==> src/rtl/rcpc_pkg.sv <==
// Shared types and constants for the random cycle pointer chase unit.
// Used by rcpc_div and random_cycle_pointer_chase_unit; depends on nothing.
package rcpc_pkg;

    // Configuration register indexes.
    localparam logic CFG_ENTRY_COUNT  = 1'b0;
    localparam logic CFG_SHUFFLE_SEED = 1'b1;

    // Command codes.
    localparam logic CMD_BUILD = 1'b0;
    localparam logic CMD_CHASE = 1'b1;

    localparam logic [16:0] ENTRY_RESET = 17'h10000;
    localparam logic [31:0] SEED_RESET  = 32'h12345678;
    localparam logic [31:0] RNG_RESET   = 32'h12345678;

    // Divider dividend width and iteration counts.
    localparam int DIV_W = 48;
    localparam logic [5:0] DIV_ITERS_STEPS = 6'(DIV_W);
    localparam logic [5:0] DIV_ITERS_RNG   = 6'd32;

    typedef struct packed {
        logic       start;
        logic [5:0] iters;
    } div_ctl_t;

    typedef enum logic [14:0] {
        ST_IDLE     = 15'b000000000000001,
        ST_INIT     = 15'b000000000000010,
        ST_SH_RNG   = 15'b000000000000100,
        ST_SH_DIV   = 15'b000000000001000,
        ST_SH_WRI   = 15'b000000000010000,
        ST_SH_WRJ   = 15'b000000000100000,
        ST_LINK     = 15'b000000001000000,
        ST_LINK_END = 15'b000000010000000,
        ST_CH_DIV   = 15'b000000100000000,
        ST_CH_LS    = 15'b000001000000000,
        ST_CH_LM    = 15'b000010000000000,
        ST_WALK_RD  = 15'b000100000000000,
        ST_WALK     = 15'b001000000000000,
        ST_FINISH   = 15'b010000000000000,
        ST_SPARE    = 15'b100000000000000
    } state_t;

    // One xorshift32 step with shifts 13, 17 and 5.
    function automatic logic [31:0] xorshift32(input logic [31:0] x);
        logic [31:0] y;
        y = x ^ (x << 13);
        y = y ^ (y >> 17);
        y = y ^ (y << 5);
        return y;
    endfunction

endpackage

==> src/rtl/rcpc_div.sv <==
// Bit-serial restoring divider, one quotient bit per cycle.
// Depends on rcpc_pkg for the dividend width and the control struct.
module rcpc_div #(
    parameter int NW = 17
) (
    input  logic                        clk,
    input  logic                        rst_n,
    input  rcpc_pkg::div_ctl_t          ctl,
    input  logic [rcpc_pkg::DIV_W-1:0]  dividend,
    input  logic [NW-1:0]               divisor,
    output logic                        done,
    output logic [rcpc_pkg::DIV_W-1:0]  quotient,
    output logic [NW-1:0]               remainder
);
    import rcpc_pkg::*;

    logic             busy_reg;
    logic             done_reg;
    logic [5:0]       cnt_reg;
    logic [DIV_W-1:0] dvd_reg;
    logic [NW-1:0]    dsr_reg;
    logic [NW-1:0]    rem_reg;
    logic [NW:0]      trial;
    logic [NW:0]      diff;
    logic             ge;

    assign trial = {rem_reg, dvd_reg[DIV_W-1]};
    assign diff  = trial - {1'b0, dsr_reg};
    assign ge    = trial >= {1'b0, dsr_reg};

    always_ff @(posedge clk or negedge rst_n)
    begin
        if (!rst_n)
        begin
            busy_reg <= 1'b0;
            done_reg <= 1'b0;
            cnt_reg  <= '0;
        end
        else if (ctl.start)
        begin
            busy_reg <= 1'b1;
            done_reg <= 1'b0;
            cnt_reg  <= ctl.iters;
        end
        else if (busy_reg)
        begin
            cnt_reg <= cnt_reg - 6'd1;
            if (cnt_reg == 6'd1)
            begin
                busy_reg <= 1'b0;
                done_reg <= 1'b1;
            end
        end
        else
        begin
            done_reg <= 1'b0;
        end
    end

    always_ff @(posedge clk)
    begin
        if (ctl.start)
        begin
            dvd_reg <= dividend;
            dsr_reg <= divisor;
            rem_reg <= '0;
        end
        else if (busy_reg)
        begin
            dvd_reg <= {dvd_reg[DIV_W-2:0], ge};
            rem_reg <= ge ? diff[NW-1:0] : trial[NW-1:0];
        end
    end

    assign done      = done_reg;
    assign quotient  = dvd_reg;
    assign remainder = rem_reg;

endmodule

==> config.mk <==
export PLATFORM = sky130hd
export DESIGN_NAME = rcpc_div
export DESIGN_NICKNAME = d
export VERILOG_FILES = /design/src/rtl/rcpc_pkg.sv /design/src/rtl/rcpc_div.sv
export SDC_FILE = /design/constraint.sdc
export NUM_CORES = 1
export LEC_CHECK = 0
export ABC_AREA = 1
export BUFFER_PORTS_ARGS = -buffer_cell sky130_fd_sc_hd__buf_2
export CELL_PAD_IN_SITES_DETAIL_PLACEMENT = 1
export CELL_PAD_IN_SITES_GLOBAL_PLACEMENT = 1
export CORE_MARGIN = 1
export CORE_UTILIZATION = 38
export DETAILED_ROUTE_END_ITERATION = 16
export PLACE_DENSITY_LB_ADDON = 0.3
export SLEW_MARGIN = 20
export SYNTH_ARGS = -nofsm -noshare
export SYNTH_HDL_FRONTEND = slang
export SYNTH_SLANG_ARGS = --single-unit
==> constraint.sdc <==
create_clock -name clk -period 3.4 [get_ports clk]
set_input_delay 0.51 -clock clk [delete_from_list [all_inputs] [get_ports clk]]
set_output_delay 0.51 -clock clk [all_outputs]
set_load 0.05 [all_outputs]
==> results.txt <==
RSZ-0062 raised after global routing: false
YS warnings: 0
Synth-to-layout area growth: 22.6%
Critical Path Max Stage Delay: 0.43 ns
Starting Density: 0.391
DIE AREA: 13500 um^2
CP Launch Type: flop
F_max: 406 MHz
Placer Congestion: 0.855
Met3 usage in global routing: 0.0576
CP cell instances: inv_1 -> ha_1 -> inv_1 -> fa_1 -> nand3_1 -> nand3_2 -> nand2_2 -> nand2_2 -> nand2_1 -> nand3_1 -> o21ai_0
Die width: 116 um
Clock Path Buffers: 2
Clock transition at path regs: 0.07 ns
Setup Skew: 0.0104 ns
Slew HR: 0.466
Sequential cell fraction of total power: 0.318
Syn Inst Count: 622
Worst Tran Pin Value: 0.801 ns
First-pass GRT wire length: 22800 um
Met1 GRT Util: 0.269
All-layer global routing usage: 0.223
Post-synth top area share: 0.394
Yosys cell types: 32
Hpwl dp: 10600 um
Starting DRT DRC Count: 192
Top post-synthesis cells by area: edfxtp_1 39%, nand2_1 22%, dfxtp_1 6.9%
Residual DRC: 0
Peak supply drop: 0.267 mV
Largest area contributor in the netlist: edfxtp_1
Req. time, crit path: 3.66 ns
Rows: 41
Post-synthesis sequential area ratio: 0.503
Combinational Power Share: 0.490
Tmin final: 2.46 ns
Sw Ratio: 0.468
Top cell family by delay on the critical path: simple AND/OR/NAND/NOR gates
Hold Vio Cnt, Final: 0
Vias in the first global route: 4719
Status: completed
Antenna violation net count after detailed routing: 0
Initial antenna violation count: 1
Max Slew Vio Count: 0
CP endpoint kind: flop
# IOs: 140
NumNets Final: 853
Wire length per cell: 14.9 um
Ratio of cells with drive above 1 in the final layout: 0.226
Clock power share: 0.192
Clock sink count: 90
Max reg flops: 48
Internal: 0.00261 W
Sw Pwr: 0.00229 W
CTS tree: done
Via count: 4484
CTS buffer count: 9
Tcrit/Tclk final: 0.724
Static Leak: 3.23 nW
Finished Core Util: 0.479
Slowest CP cell: fa_1
Die H: 116 um
Final WL: 14000 um
CORE AREA: 12700 um^2
Clock root cell: clkbuf_16
Post-CTS resize count: 0
CTS H-tree depth: 3
Worst Hold Class: in2reg
PnR Total Power: 0.00490 W
Setup violators final: 0
Synth Cell Area: 4950 um^2
IO buf count: 139
CP Class: reg2reg
Largest net degree at the start of global routing: 71
Mapped Nets: 716
Fin Setup TNS: 0 ns
M2 GR Usage: 0.379
Gr busiest metal: met2
CP Data Arrival Time: 2.72 ns
Total congestion overflow: 0
Syn_area_per_cell: 7.96 um^2
Worst path bufs/invs: 2
Power density over the cells: 807 nW/um^2
Number of synthesized register bits: 90
MaxCap Viol Count: 0
DR vias/cell: 4.79
First drt pass iteration count: 4
Clock Latency Late Sink: 0.35 ns
Critical Path Fanout Max: 20
-- power groups by stage --
stage / sequential (W) / combinational (W) / clock, W
after CTS: 0.00156 / 0.00241 / 0.000962
after global routing: 0.00159 / 0.00264 / 0.00100
final: 0.00156 / 0.00240 / 0.000942
after floorplan: 0.00212 / 0.00126 / 0
after global placement: 0.00157 / 0.00231 / 0
after detailed placement: 0.00158 / 0.00240 / 0
-- layout make-up --
class | instances | area (um^2)
multi-input combinational | 434 | 2060
timing repair buffer | 145 | 743
sequential | 90 | 2490
clock inverter | 3 | 16.3
fill | 1646 | 6600
inverter | 79 | 297
antenna | 1 | 2.50
tap | 172 | 215
clock buffer | 13 | 250
-- metrics by stage --
step | instance area, um^2 | hold WS [ns] | std cells | setup slack, ns
2_1_floorplan | 4950 | 0.214 | 622 | 0.497
3_3_place_gp | 5800 | 0.362 | 919 | 1.08
3_5_place_dp | 5800 | 0.365 | 919 | 0.930
4_1_cts | 6070 | 0.322 | 936 | 0.904
5_1_grt | 6070 | 0.323 | 936 | 0.722
6_report | 6070 | 0.333 | 937 | 0.937
-- timing repair --
action                                 in CTS  in global routing
endpoints found under the hold margin       8                  0
hold buffers                                1                  0
setup buffers                               0                  0
setup endpoints to repair                   0                  0
-- cell families after synthesis --
group                      count (synthesis)  synth area share
and+or+nand+nor                          374             0.310
buffers and inverters                     98            0.0813
DFF                                       90             0.503
AOI/OAI and AO/OA                         29            0.0338
adders and majority gates                 20            0.0520
xor gates and xnor gates                  11            0.0195
-- path summary, 6_finish.rpt --
check | end | startpoint | slack (ns) | cells past startpoint
setup / recovery | remainder[3] | quotient[47] | 0.94 | 11
hold / removal | dsr_reg[5] | divisor[5] | 0.33 | 1
setup reg to reg | remainder[3] | quotient[47] | 0.94 | 11
hold reg to reg | remainder[12] | remainder[12] | 0.49 | 2
max in group asynchronous | busy_reg | rst_n | 2.68 | 2
min in group asynchronous | cnt_reg[4] | rst_n | 0.55 | 2
-- routing by layer --
layer  vias to the layer above  part of all wire  wire, um
li1                       2237                 -         -
met1                      2124              0.44      6140
met2                       106              0.49      6860
met3                        17             0.054       762
met4                         0             0.017       237
met5                         -                 0         0
-- Yosys cell counts, drive strengths merged --
cell type	n
nand2	291
inv	79
edfxtp	65
nand3	41
nor2	25
ha	19
dfxtp	17
clkbuf	13
a21oi	11
nand3b	10
o21ai	10
xnor2	9
dfrtp	8
buf	6
nor3	3
o221ai	3
nand4	2
o211ai	2
o21bai	2
xor2	2
a31oi	1
and2	1
fa	1
or2	1
-- placed cells by master (no fill, tap or decap), drive strengths merged, types with 2 or more instances in the layout --
| cell type | synthesis | layout |
|---|---|---|
| ha | 19 | 19 |
| dfxtp | 17 | 17 |
| o221ai | 3 | 3 |
| nand3 | 41 | 41 |
| clkbuf | 13 | 13 |
| edfxtp | 65 | 65 |
| nand2 | 291 | 291 |
| a21oi | 11 | 11 |
| dfrtp | 8 | 8 |
| xor2 | 2 | 2 |
| clkinv | 0 | 2 |
| nand4 | 2 | 2 |
| inv | 79 | 79 |
| o211ai | 2 | 2 |
| nor2 | 25 | 25 |
| o21bai | 2 | 2 |
| nand3b | 10 | 10 |
| nor3 | 3 | 3 |
| buf | 6 | 144 |
| xnor2 | 9 | 9 |
| o21ai | 10 | 10 |
Note: power is estimated with default switching activity, not from simulation.
